`src/design/jd2g_pkg.sv`:
```
package jd2g_pkg;

  // field widths
  localparam int IN_W    = 47;
  localparam int YEAR_W  = 16;
  localparam int MONTH_W = 4;
  localparam int DAY_W   = 5;
  localparam int HOUR_W  = 5;
  localparam int MIN_W   = 6;
  localparam int SEC_W   = 6;

  // default fixed point split of the input
  localparam int FRAC_BITS_DEF = 24;

  // calendar constants of the day number conversion
  localparam int unsigned DN_OFFSET = 68569;
  localparam int unsigned DIV_C     = 146097;
  localparam int unsigned YQ_MUL    = 4000;
  localparam int unsigned DIV_YQ    = 1461001;
  localparam int unsigned DAYS_4Y   = 1461;
  localparam int unsigned A2_OFFSET = 31;
  localparam int unsigned MI_MUL    = 80;
  localparam int unsigned DIV_MI    = 2447;
  localparam int unsigned DAY_ROUND = 79;
  localparam int unsigned MI_WRAP   = 11;
  localparam int unsigned MONTHS    = 12;
  localparam int unsigned YEAR_MUL  = 100;
  localparam int unsigned YEAR_BASE = 4900;

  // ceil(r / 80) is ((r + 79) >> 4) / 5, and x / 5 is (x * 205) >> 10 below 1024
  localparam int unsigned RECIP5       = 205;
  localparam int unsigned RECIP5_SHIFT = 10;

  // time of day constants
  localparam int unsigned SEC_PER_DAY   = 86400;
  localparam int unsigned SEC_PER_HOUR  = 3600;
  localparam int unsigned SEC_PER_MIN   = 60;
  localparam int unsigned HOURS_PER_DAY = 24;

  // internal widths that follow from the fixed calendar ranges
  localparam int SOD_W = 17;                          // seconds of day, up to 86400
  localparam int R1_W  = $clog2(DIV_C);               // remainder of the century step
  localparam int A1_W  = R1_W - 2;                    // day within a 400 year block part
  localparam int X2_W  = 28;                          // 4000 * (a1 + 1)
  localparam int Q2_W  = $clog2(((64'd1 << X2_W) / DIV_YQ) + 1);
  localparam int R2_W  = $clog2(DIV_YQ);
  localparam int P_W   = 19;                          // 1461 * yq
  localparam int A2_W  = 10;                          // day of year from March plus 31
  localparam int X3_W  = 17;                          // 80 * a2
  localparam int Q3_W  = $clog2(((64'd1 << X3_W) / DIV_MI) + 1);
  localparam int R3_W  = $clog2(DIV_MI);
  localparam int QH_W  = $clog2(((64'd1 << SOD_W) / SEC_PER_HOUR) + 1);
  localparam int RH_W  = $clog2(SEC_PER_HOUR);
  localparam int QM_W  = $clog2(((64'd1 << RH_W) / SEC_PER_MIN) + 1);
  localparam int RM_W  = $clog2(SEC_PER_MIN);

  // load enables of the two register stages of a constant divider
  typedef struct packed {
    logic ld_a;
    logic ld_b;
  } div_en_t;

  typedef struct packed {
    logic [IN_W-1:0] julian_date;
  } sample_t;

  typedef struct packed {
    logic signed [YEAR_W-1:0] year;
    logic [MONTH_W-1:0]       month;
    logic [DAY_W-1:0]         day;
    logic [HOUR_W-1:0]        hour;
    logic [MIN_W-1:0]         minute;
    logic [SEC_W-1:0]         second;
  } result_t;

endpackage

```
`src/design/jd2g_cdiv.sv`:
```
module jd2g_cdiv #(
  parameter int          XW      = 20,
  parameter int          QW      = 3,
  parameter int          RW      = 18,
  parameter int unsigned DIVISOR = 146097
) (
  input  logic                clk,
  input  jd2g_pkg::div_en_t   en,
  input  logic [XW-1:0]       x,
  output logic [QW-1:0]       q,
  output logic [RW-1:0]       r
);

  // reciprocal scaled by 2^XW, rounded down: estimate is low by at most one
  localparam longint unsigned M = (64'd1 << XW) / DIVISOR;
  localparam int PW  = XW + QW;
  localparam int RW1 = RW + 1;

  logic [XW-1:0]  x_a_r;
  logic [PW-1:0]  p_a_r;
  logic [QW-1:0]  q0_b_r;
  logic [RW1-1:0] r0_b_r;
  logic [QW-1:0]  q0_nxt;
  logic [RW1-1:0] r0_nxt;
  logic [XW-1:0]  qd;
  logic [XW-1:0]  diff;

  // stage a: multiply by the reciprocal
  always_ff @(posedge clk) begin
    if (en.ld_a) begin
      x_a_r <= x;
      p_a_r <= PW'(x) * PW'(M);
    end
  end

  // stage b: estimate and its remainder, which stays below twice the divisor
  always_comb begin
    q0_nxt = p_a_r[PW-1:XW];
    qd     = XW'(q0_nxt) * XW'(DIVISOR);
    diff   = x_a_r - qd;
    r0_nxt = diff[RW1-1:0];
  end

  always_ff @(posedge clk) begin
    if (en.ld_b) begin
      q0_b_r <= q0_nxt;
      r0_b_r <= r0_nxt;
    end
  end

  // one correction step
  always_comb begin
    if (r0_b_r >= RW1'(DIVISOR)) begin
      q = q0_b_r + QW'(1);
      r = RW'(r0_b_r - RW1'(DIVISOR));
    end else begin
      q = q0_b_r;
      r = r0_b_r[RW-1:0];
    end
  end

endmodule

```
`config.mk`:
```
export PLATFORM = sky130hd
export DESIGN_NAME = jd2g_cdiv
export DESIGN_NICKNAME = d
export VERILOG_FILES = /design/src/design/jd2g_pkg.sv /design/src/design/jd2g_cdiv.sv
export SDC_FILE = /design/constraint.sdc
export NUM_CORES = 1
export LEC_CHECK = 0
export ABC_AREA = 1
export BUFFER_PORTS_ARGS = -buffer_cell sky130_fd_sc_hd__buf_2
export CAP_MARGIN = 10
export CORE_MARGIN = 1.5
export CORE_UTILIZATION = 30
export CTS_CLUSTER_DIAMETER = 80
export DETAILED_ROUTE_END_ITERATION = 8
export GPL_TIMING_DRIVEN = 0
export PLACE_DENSITY = 0.45
export SYNTH_ARGS = -nofsm -noshare
export SYNTH_HDL_FRONTEND = slang
export SYNTH_SLANG_ARGS = --single-unit
```
`constraint.sdc`:
```
create_clock -name clk -period 5.1 [get_ports clk]
set_input_delay 0.255 -clock clk [delete_from_list [all_inputs] [get_ports clk]]
set_output_delay 0.255 -clock clk [all_outputs]
set_load 0.02 [all_outputs]
```
==> impl_metrics.tcl, run 1 <==
set metrics [dict create \
    status "completed" \
    synth_compound_area_share_pct 7.55 \
    ys_seq_elements 44 \
    min_from "x[0]" \
    yosys_warnings 0 \
    crit_family "adder cells" \
    synth-async-reset-ratio_pct 0 \
    io_pins 44 \
    fmax_ghz 0.312 \
    coreArea_um2 15900 \
    layout_common_cells "212 x nand2_1, 103 x inv_1, 56 x nor2_1, 51 x ha_1, 46 x buf_2" \
    synth_simple_gate_area_share_pct 28.2 \
    leakagePower_nw 2.80 \
    final_nets 815 \
    ys_types 30 \
    drtIter0Drc 108 \
    cts_hold_buf 0 \
    final_hold_viol_count 0 \
    netlist_area_um2 4920 \
    dpl.hpwl_mm 10.1 \
    start_util_pct 30.9 \
    clock_latency_ps 280 \
    io_buffers 43 \
    path_max_fanout 7 \
    overflow 0 \
    diodes 0 \
    antenna_found_initial 0 \
    vias 4158 \
    holdPathEnd "x_a_r[0]" \
    cts_num_sinks 44 \
    fp-row-count 46 \
    cts_tree "done" \
    area_growth_pct 13.2 \
    numCtsBuffers 5 \
    crit_top_cell "nand2_1" \
    max_stage_delay_ps 540 \
    r2r_slack_ps 1900 \
    die_w_um 131 \
    root_buffer "clkbuf_16" \
    fillers 1716 \
    routabilityCongestion 0.816 \
    syn_nets 765 \
    synth_top_area_share_pct 26.8 \
    hp-class "in -> reg" \
    power.density_nw_per_um2 514 \
    register_area_um2 1320 \
    synth_edf_count 44 \
    yosys.area_share.adder_pct 24.8 \
    die_area_um2 17200 \
    vdd_drop_max_mv 0.228 \
    multiInputGateArea_um2 3160 \
    place_ws_ps 1800 \
    drv_slew 0 \
    synth_top_family_by_area "simple AND/OR/NAND/NOR gates" \
    postSynthAreaPerCell_um2 7.44 \
    finalPower_mw 2.86 \
    drv_cap 0 \
    drive_above_1_share_pct 9.12 \
    grt_use_total_pct 14.3 \
    wl_mm 11.4 \
    synth_xor_area_share_pct 3.74 \
    synth_area_leaders "edfxtp_1 27%, nand2_1 16%, ha_1 13%, fa_1 12%, inv_1 7.9%" \
    via_per_inst 4.48 \
    drcViolationCount 0 \
    h-tree-depth 2 \
    final_common_cell "nand2_1" \
    wire_per_inst_um 12.2 \
    period_share_pct 62.8 \
    fin_tns_setup_ps 0 \
    r2r_cells 12 \
    synth.area.mux_share_pct 0 \
    clk_pin_slew_worst_paths_ps 60 \
    skew_ps 1.84 \
    firstDrtPassIters 4 \
    r2r-end "r0_b_r[17]" \
    die_h_um 131 \
    min_path_cells 1 \
    fin_ws_ps 1900 \
    grt_pass1_wl_mm 19.3 \
    ys_seq_area_share_pct 26.8 \
    stdcell_count 929 \
    slew_headroom_pct 68.5 \
    cts_resized 0 \
    max-clock-path-buffers 2 \
    grt_pass1_vias 4190 \
    grt_max_degree 23 \
    min_period_ps 3200 \
    critPathLaunchType "flop" \
    syn_inst 662 \
    critPathBufInv 2 \
    final_antenna_net_count 0 \
    end_kind "flop" \
    worstMarginPinSlew_ps 473 \
    fin_util_pct 34.9 \
    post-synth-top-area-cell "edfxtp_1" \
    setup_viol 0 \
    path_cells "inv_1, ha_1, fa_1, inv_1, ha_1, a21o_1, a21boi_0, nand2_1, nand2_1, nand2_1, nand2_1, nand2_1" \
    rsz0062_at_grt "no" \
    synthFlopType "edfxtp_1" \
    place_inst 921 \
    required_ps 5140 \
    crit_path_top_delay_cell "edfxtp_1" \
    reg2reg_from "p_a_r[21]" \
    critPathKind "reg -> reg" \
    cp.arrival_ps 3240 \
    post_cts_buffers 0 \
]
## cell usage after synthesis (4+ instances only)
master	count
nand2_1	212
inv_1	103
nor2_1	56
ha_1	51
edfxtp_1	44
nand3_1	42
a21oi_1	35
fa_1	29
o21ai_0	23
xor2_1	19
nand4_1	13
a21o_1	4
## state kept, by name, summed over array words and instances (netlist names)
| name | flops |
|---|---|
| x_a_r | 19 |
| p_a_r | 3 |
| r0_b_r | 19 |
| q0_b_r | 3 |
## kinds of logic after synthesis
family	count (synthesis)
buf+inv	112
fa+ha+maj	80
simple gates	336
xor+xnor	21
compound gates	69
flops	44
## per-stage QoR
stage                     hold slack [ps]  cell area, µm²
after CTS                             197            5570
after global routing                  208            5570
final                                 201            5570
after global placement                489            5410
after floorplan                       354            4920
after detailed placement              494            5410
## layout make-up
class,count,share of cell area (%)
Clock inverter,2,0.629
Multi-Input combinational cell,506,56.7
Clock buffer,6,2.31
Inverter,107,7.21
Timing Repair Buffer,43,3.86
Sequential cell,44,23.7
Tap cell,216,4.85
Buffer,5,0.674
## power by group
group | internal, mW | switching [mW]
Combinational | 0.655 | 1.20
Sequential | 0.542 | 0.113
Clock | 0.230 | 0.123
## worst max-delay path by stage
stage	depth (start not counted)	end	startpoint	slack (ps)
after floorplan	12	r0_b_r[17]	p_a_r[21]	2290
after detailed placement	12	r0_b_r[17]	p_a_r[21]	1800
after global placement	12	r0_b_r[13]	p_a_r[21]	1800
final	12	r0_b_r[17]	p_a_r[21]	1900
after CTS	12	r0_b_r[17]	p_a_r[21]	1780
after global routing	12	r0_b_r[17]	p_a_r[21]	1610
## metal layers
layer  global-route usage, %  up-vias  part of all wire (%)
li1                        -     2212                     -
met1                    15.8     1864                    42
met2                    28.2       63                    53
met3                    1.46       19                   2.5
met4                    4.78        0                   2.4
met5                       0        -                     0
(Power assumes the default switching activity.)
==> inputs of run 2 (changes only) <==
==> constraint.sdc (replaced) <==
create_clock -name clk -period 3.1 [get_ports clk]
set_input_delay 0.155 -clock clk [delete_from_list [all_inputs] [get_ports clk]]
set_output_delay 0.155 -clock clk [all_outputs]
set_load 0.02 [all_outputs]
==> run 2 against run 1 <==
Sequential cell count unchanged. Clock power increased by 65%. Cell count up 0.97%. Combinational power rose by 69%. Global-route usage grew 0.18 points. Via count is 0.70% higher. Clock skew fell by 0.69 ps. Setup slack got worse by 1700 ps. Sequential share of layout area fell by 0.34 points. Power up 67%. Critical path type unchanged. Critical endpoint is now r0_b_r[18]. Largest cell class unchanged. Largest power group unchanged. Highest routed layer unchanged.
==> impl_metrics.tcl, run 2 (synthesis gave the netlist of run 1 again) <==
set metrics [dict create \
    dpl.hpwl_mm 10.1 \
    overflow 0 \
    grt_pass1_wl_mm 19.4 \
    worstMarginPinSlew_ps 476 \
    drtIter0Drc 93 \
    numCtsBuffers 5 \
    finalPower_mw 4.76 \
    critPathLaunchType "flop" \
    fin_util_pct 35.4 \
    drv_slew 0 \
    io_pins 44 \
    clock_latency_ps 280 \
    grt_pass1_vias 4192 \
    clk_pin_slew_worst_paths_ps 60 \
    skew_ps 1.15 \
    critPathBufInv 2 \
    root_buffer "clkbuf_16" \
    path_cells "buf_4, fa_1, fa_1, ha_2, nand2_1, inv_1, nand3_1, nor2_1, nand4_1, nand4_1, nand2_1" \
    max_stage_delay_ps 560 \
    die_w_um 131 \
    layout_common_cells "212 x nand2_1, 102 x inv_1, 56 x nor2_1, 49 x ha_1, 46 x buf_2" \
    fp-row-count 46 \
    start_util_pct 30.9 \
    firstDrtPassIters 4 \
    cts_tree "done" \
    die_area_um2 17200 \
    crit_family "adder cells" \
    vdd_drop_max_mv 0.375 \
    grt_max_degree 23 \
    die_h_um 131 \
    drive_above_1_share_pct 10.8 \
    hp-class "in -> reg" \
    area_growth_pct 14.8 \
    min_period_ps 2920 \
    critPathKind "reg -> reg" \
    cp.arrival_ps 2960 \
    period_share_pct 94.2 \
    vias 4187 \
    required_ps 3140 \
    reg_top3 "r0_b_r (19), x_a_r (19)" \
    leakagePower_nw 2.84 \
    routabilityCongestion 0.816 \
    end_kind "flop" \
    antenna_found_initial 0 \
    final_antenna_net_count 0 \
    fmax_ghz 0.342 \
    final_hold_viol_count 0 \
    setup_viol 0 \
    coreArea_um2 15900 \
    max-clock-path-buffers 2 \
    via_per_inst 4.46 \
    power.density_nw_per_um2 843 \
    cts_hold_buf 0 \
    final_common_cell "nand2_1" \
    drv_cap 0 \
    h-tree-depth 2 \
    wire_per_inst_um 12.3 \
    drcViolationCount 0 \
    crit_path_top_delay_cell "fa_1" \
    slew_headroom_pct 68.3 \
    cts_num_sinks 44 \
    grt_use_total_pct 14.5 \
    wl_mm 11.6 \
    path_max_fanout 5 \
    diodes 0 \
    io_buffers 43 \
    final_nets 824 \
    status "completed" \
]
==> run 2: changes by cell type in the layout (fill, tap and decap cells not counted) <==
cell and change:
a21oi_1 -1, clkinvlp_4 +1, a21oi_2 +1, buf_4 +9, ha_1 -2, ha_2 +2, inv_1 -1
==> run 2: final timing paths <==
check | cells after the start | end | from | slack (ps)
setup / recovery | 11 | r0_b_r[18] | p_a_r[21] | 180
setup reg to reg | 11 | r0_b_r[18] | p_a_r[21] | 180
hold / removal | 1 | x_a_r[0] | x[0] | 100
hold reg to reg | 1 | r0_b_r[0] | x_a_r[1] | 610
==> run 2: power breakdown <==
| part | switching, mW | leakage, nW | internal (mW) |
|---|---|---|---|
| logic | 2.00 | 2.32 | 1.11 |
| registers | 0.174 | 0.432 | 0.892 |
| clock network | 0.204 | 0.0808 | 0.379 |
| total | 2.38 | 2.84 | 2.38 |
==> run 2: routing by layer <==
metal | up-vias | track usage [%] | wire length [µm] | part of all wire, %
met5 | - | 0 | 0 | 0
met2 | 52 | 28.9 | 6210 | 54
met4 | 0 | 4.52 | 248 | 2.1
met1 | 1887 | 15.9 | 4850 | 42
met3 | 17 | 1.46 | 255 | 2.2
li1 | 2231 | - | - | -
==> run 2: timing repair <==
action                                  in CTS  in global routing
gates resized for setup                      1                  3
endpoints found under the setup margin      11                  9
cloned                                       0                  0
setup buffers                                3                  6
==> run 2: stage by stage <==
step	setup slack, ps	hold WS (ps)	TNS (ps)	cell area (µm²)	instances
after global placement	-199	389	-1420	5410	921
after CTS	0.789	97.5	0	5600	932
after detailed placement	-198	394	-1420	5410	921
after floorplan	291	254	0	4920	662
final	179	101	0	5650	938
after global routing	-5.79	108	-6.09	5650	938
==> run 2: worst reg2reg max path, stage by stage, from the launching register on <==
cell and delay (ps):
edfxtp_1 380, buf_4 190, fa_1 560, fa_1 430, ha_2 400, nand2_1 90, inv_1 80, nand3_1 110
nor2_1 150, nand4_1 130, nand4_1 120, nand2_1 50
==> run 2: layout make-up <==
| cell class | count | area (µm²) |
|---|---|---|
| fillers | 1714 | 10300 |
| flip-flops and latches | 44 | 1320 |
| clock inverters | 2 | 35.0 |
| multi-input cells | 506 | 3170 |
| well taps | 216 | 270 |
| clock buffers | 6 | 129 |
| repair buffers | 52 | 283 |
| inverters | 107 | 405 |
| plain buffers | 5 | 37.5 |
==> inputs of run 3 (changes only) <==
--- a/config.mk
+++ b/config.mk
@@ -9,11 +9,11 @@
 export BUFFER_PORTS_ARGS = -buffer_cell sky130_fd_sc_hd__buf_2
 export CAP_MARGIN = 10
 export CORE_MARGIN = 1.5
-export CORE_UTILIZATION = 30
+export CORE_UTILIZATION = 45
 export CTS_CLUSTER_DIAMETER = 80
 export DETAILED_ROUTE_END_ITERATION = 8
 export GPL_TIMING_DRIVEN = 0
-export PLACE_DENSITY = 0.45
+export PLACE_DENSITY = 0.62
 export SYNTH_ARGS = -nofsm -noshare
 export SYNTH_HDL_FRONTEND = slang
 export SYNTH_SLANG_ARGS = --single-unit
==> run 3 against run 2 <==
Clock skew increased by 2.6 ps. Maximum frequency grew 0.51%. Hold slack got worse by 7.3 ps. Non-clock buffer count grew 1. Final area down 2.3%. Setup slack improved by 15 ps. Cell count decreased by 8.0%. Clock-buffer cell count stayed put. First-iteration DRC count rose by 94%. Wire length decreased by 7.9%. Critical endpoint unchanged. Largest cell class unchanged. Largest power group unchanged.
==> impl_metrics.tcl, run 3 (synthesis gave the netlist of run 1 again) <==
set metrics [dict create \
    finish.instance_area_um2 5520 \
    diodes 0 \
    vdd_drop_max_mv 0.445 \
    antenna_found_initial 0 \
    power.switching_mw 2.32 \
    power.density_nw_per_um2 831 \
    cp.arrival_ps 2960 \
    dpl-instance-area_um2 5310 \
    critPathKind "reg -> reg" \
    coreArea_um2 10700 \
    cts_num_sinks 44 \
    start_util_pct 45.8 \
    skew_ps 3.79 \
    grt_pass1_wl_mm 18.5 \
    via_per_inst 4.96 \
    grt_use_total_pct 20.0 \
    critPathLaunchType "flop" \
    clk_pin_slew_worst_paths_ps 80 \
    die_area_um2 11600 \
    stdcell_count 863 \
    max-clock-path-buffers 2 \
    drcViolationCount 0 \
    h-tree-depth 2 \
    setup_viol 0 \
    clock_latency_ps 290 \
    drv_slew 0 \
    area_growth_pct 12.2 \
    grt_pass1_vias 4269 \
    io_pins 44 \
    pwr-share-clk_pct 9.1 \
    hold_slack_ps 93.4 \
    die_h_um 108 \
    cts_tree "done" \
    fin_util_pct 51.4 \
    period_share_pct 93.7 \
    drive_above_1_share_pct 11.3 \
    drv_cap 0 \
    vias 4280 \
    reg_top3 "r0_b_r (19), x_a_r (19)" \
    slew_headroom_pct 69.4 \
    required_ps 3150 \
    p_int_mw 2.27 \
    final_hold_viol_count 0 \
    io_buffers 43 \
    p_sw_share_pct 50.6 \
    place_inst 845 \
    min_period_ps 2910 \
    overflow 0 \
    end_kind "flop" \
    routabilityCongestion 0.978 \
    root_buffer "clkbuf_8" \
    final_common_cell "nand2_1" \
    die_w_um 108 \
    fmax_ghz 0.344 \
    status "completed" \
    fp-row-count 38 \
    final_antenna_net_count 0 \
    grt_max_degree 23 \
    leakagePower_nw 2.82 \
    final_nets 825 \
    firstDrtPassIters 5 \
    worstMarginPinSlew_ps 459 \
    numCtsBuffers 5 \
    pwr-share-comb_pct 67.9 \
    wire_per_inst_um 12.3 \
    rsz0062_at_grt "no" \
    p_seq_share_pct 23.0 \
    wl_mm 10.7 \
    cts_hold_buf 0 \
    path_max_fanout 5 \
    hp-class "in -> reg" \
    dpl.hpwl_mm 9.20 \
    drtIter0Drc 180 \
    layout_common_cells "212 x nand2_1, 101 x inv_1, 56 x nor2_1, 48 x ha_1, 46 x buf_2" \
]
[run 3: cell types whose count changed in the layout (fill, tap and decap cells not counted)]
cell       change
a21oi_2        +1
ha_4           +1
inv_2          +1
clkbuf_16      -5
inv_1          -1
ha_1           -1
buf_4          +1
a21oi_1        -1
clkbuf_8       +5
[run 3: worst max-delay path, stage by stage, from the launching register on]
cell,delay (ps)
edfxtp_1,390
buf_4,190
fa_1,560
fa_1,460
ha_4,320
nand2_1,80
inv_1,80
nand3_1,100
nor2_1,150
nand4_1,160
nand4_1,130
nand2_1,50
[run 3: layout make-up]
class / instances / area [µm²]
Timing Repair Buffer: 53 / 290
Buffer: 5 / 37.5
Tap cell: 140 / 175
Sequential cell: 44 / 1320
Clock inverter: 2 / 35.0
Fill cell: 1082 / 5220
Inverter: 107 / 405
Clock buffer: 6 / 72.6
Multi-Input combinational cell: 506 / 3190
[run 3: power by group through the flow]
| stage | Combinational (mW) | Clock, mW | Sequential (mW) |
|---|---|---|---|
| 6_report | 3.12 | 0.419 | 1.06 |
| 5_1_grt | 3.57 | 0.452 | 1.08 |
| 4_1_cts | 3.05 | 0.432 | 1.07 |
| 3_5_place_dp | 3.02 | 0 | 1.08 |
| 3_3_place_gp | 2.98 | 0 | 1.08 |
| 2_1_floorplan | 2.29 | 0 | 1.03 |
[run 3: stage by stage]
step	worst slack, ps	total power [mW]	TNS (ps)
after floorplan	291	3.32	0
after global placement	-121	4.06	-677
after detailed placement	-160	4.10	-882
after CTS	0.696	4.55	0
after global routing	21.1	5.11	0
final	194	4.59	0
[run 3: final timing paths]
path	from	end	slack, ps	cells past startpoint
max	p_a_r[21]	r0_b_r[18]	190	11
min	x[0]	x_a_r[0]	90	1
max reg2reg	p_a_r[21]	r0_b_r[18]	190	11
min reg2reg	x_a_r[1]	r0_b_r[0]	620	1
[run 3: what timing repair did]
item	in CTS	in global routing
setup endpoints to repair	11	11
gates resized for setup	1	7
buffers inserted	4	6
pin swaps	0	0
[run 3: routing by layer]
layer | wire length, µm | vias to the layer above | global-route usage [%] | share of wire, %
met4 | 289 | 0 | 6.30 | 2.7
met1 | 4240 | 1948 | 21.1 | 40
met5 | 0 | - | 0 | 0
met2 | 5860 | 71 | 40.7 | 55
li1 | - | 2241 | - | -
met3 | 263 | 20 | 1.88 | 2.5
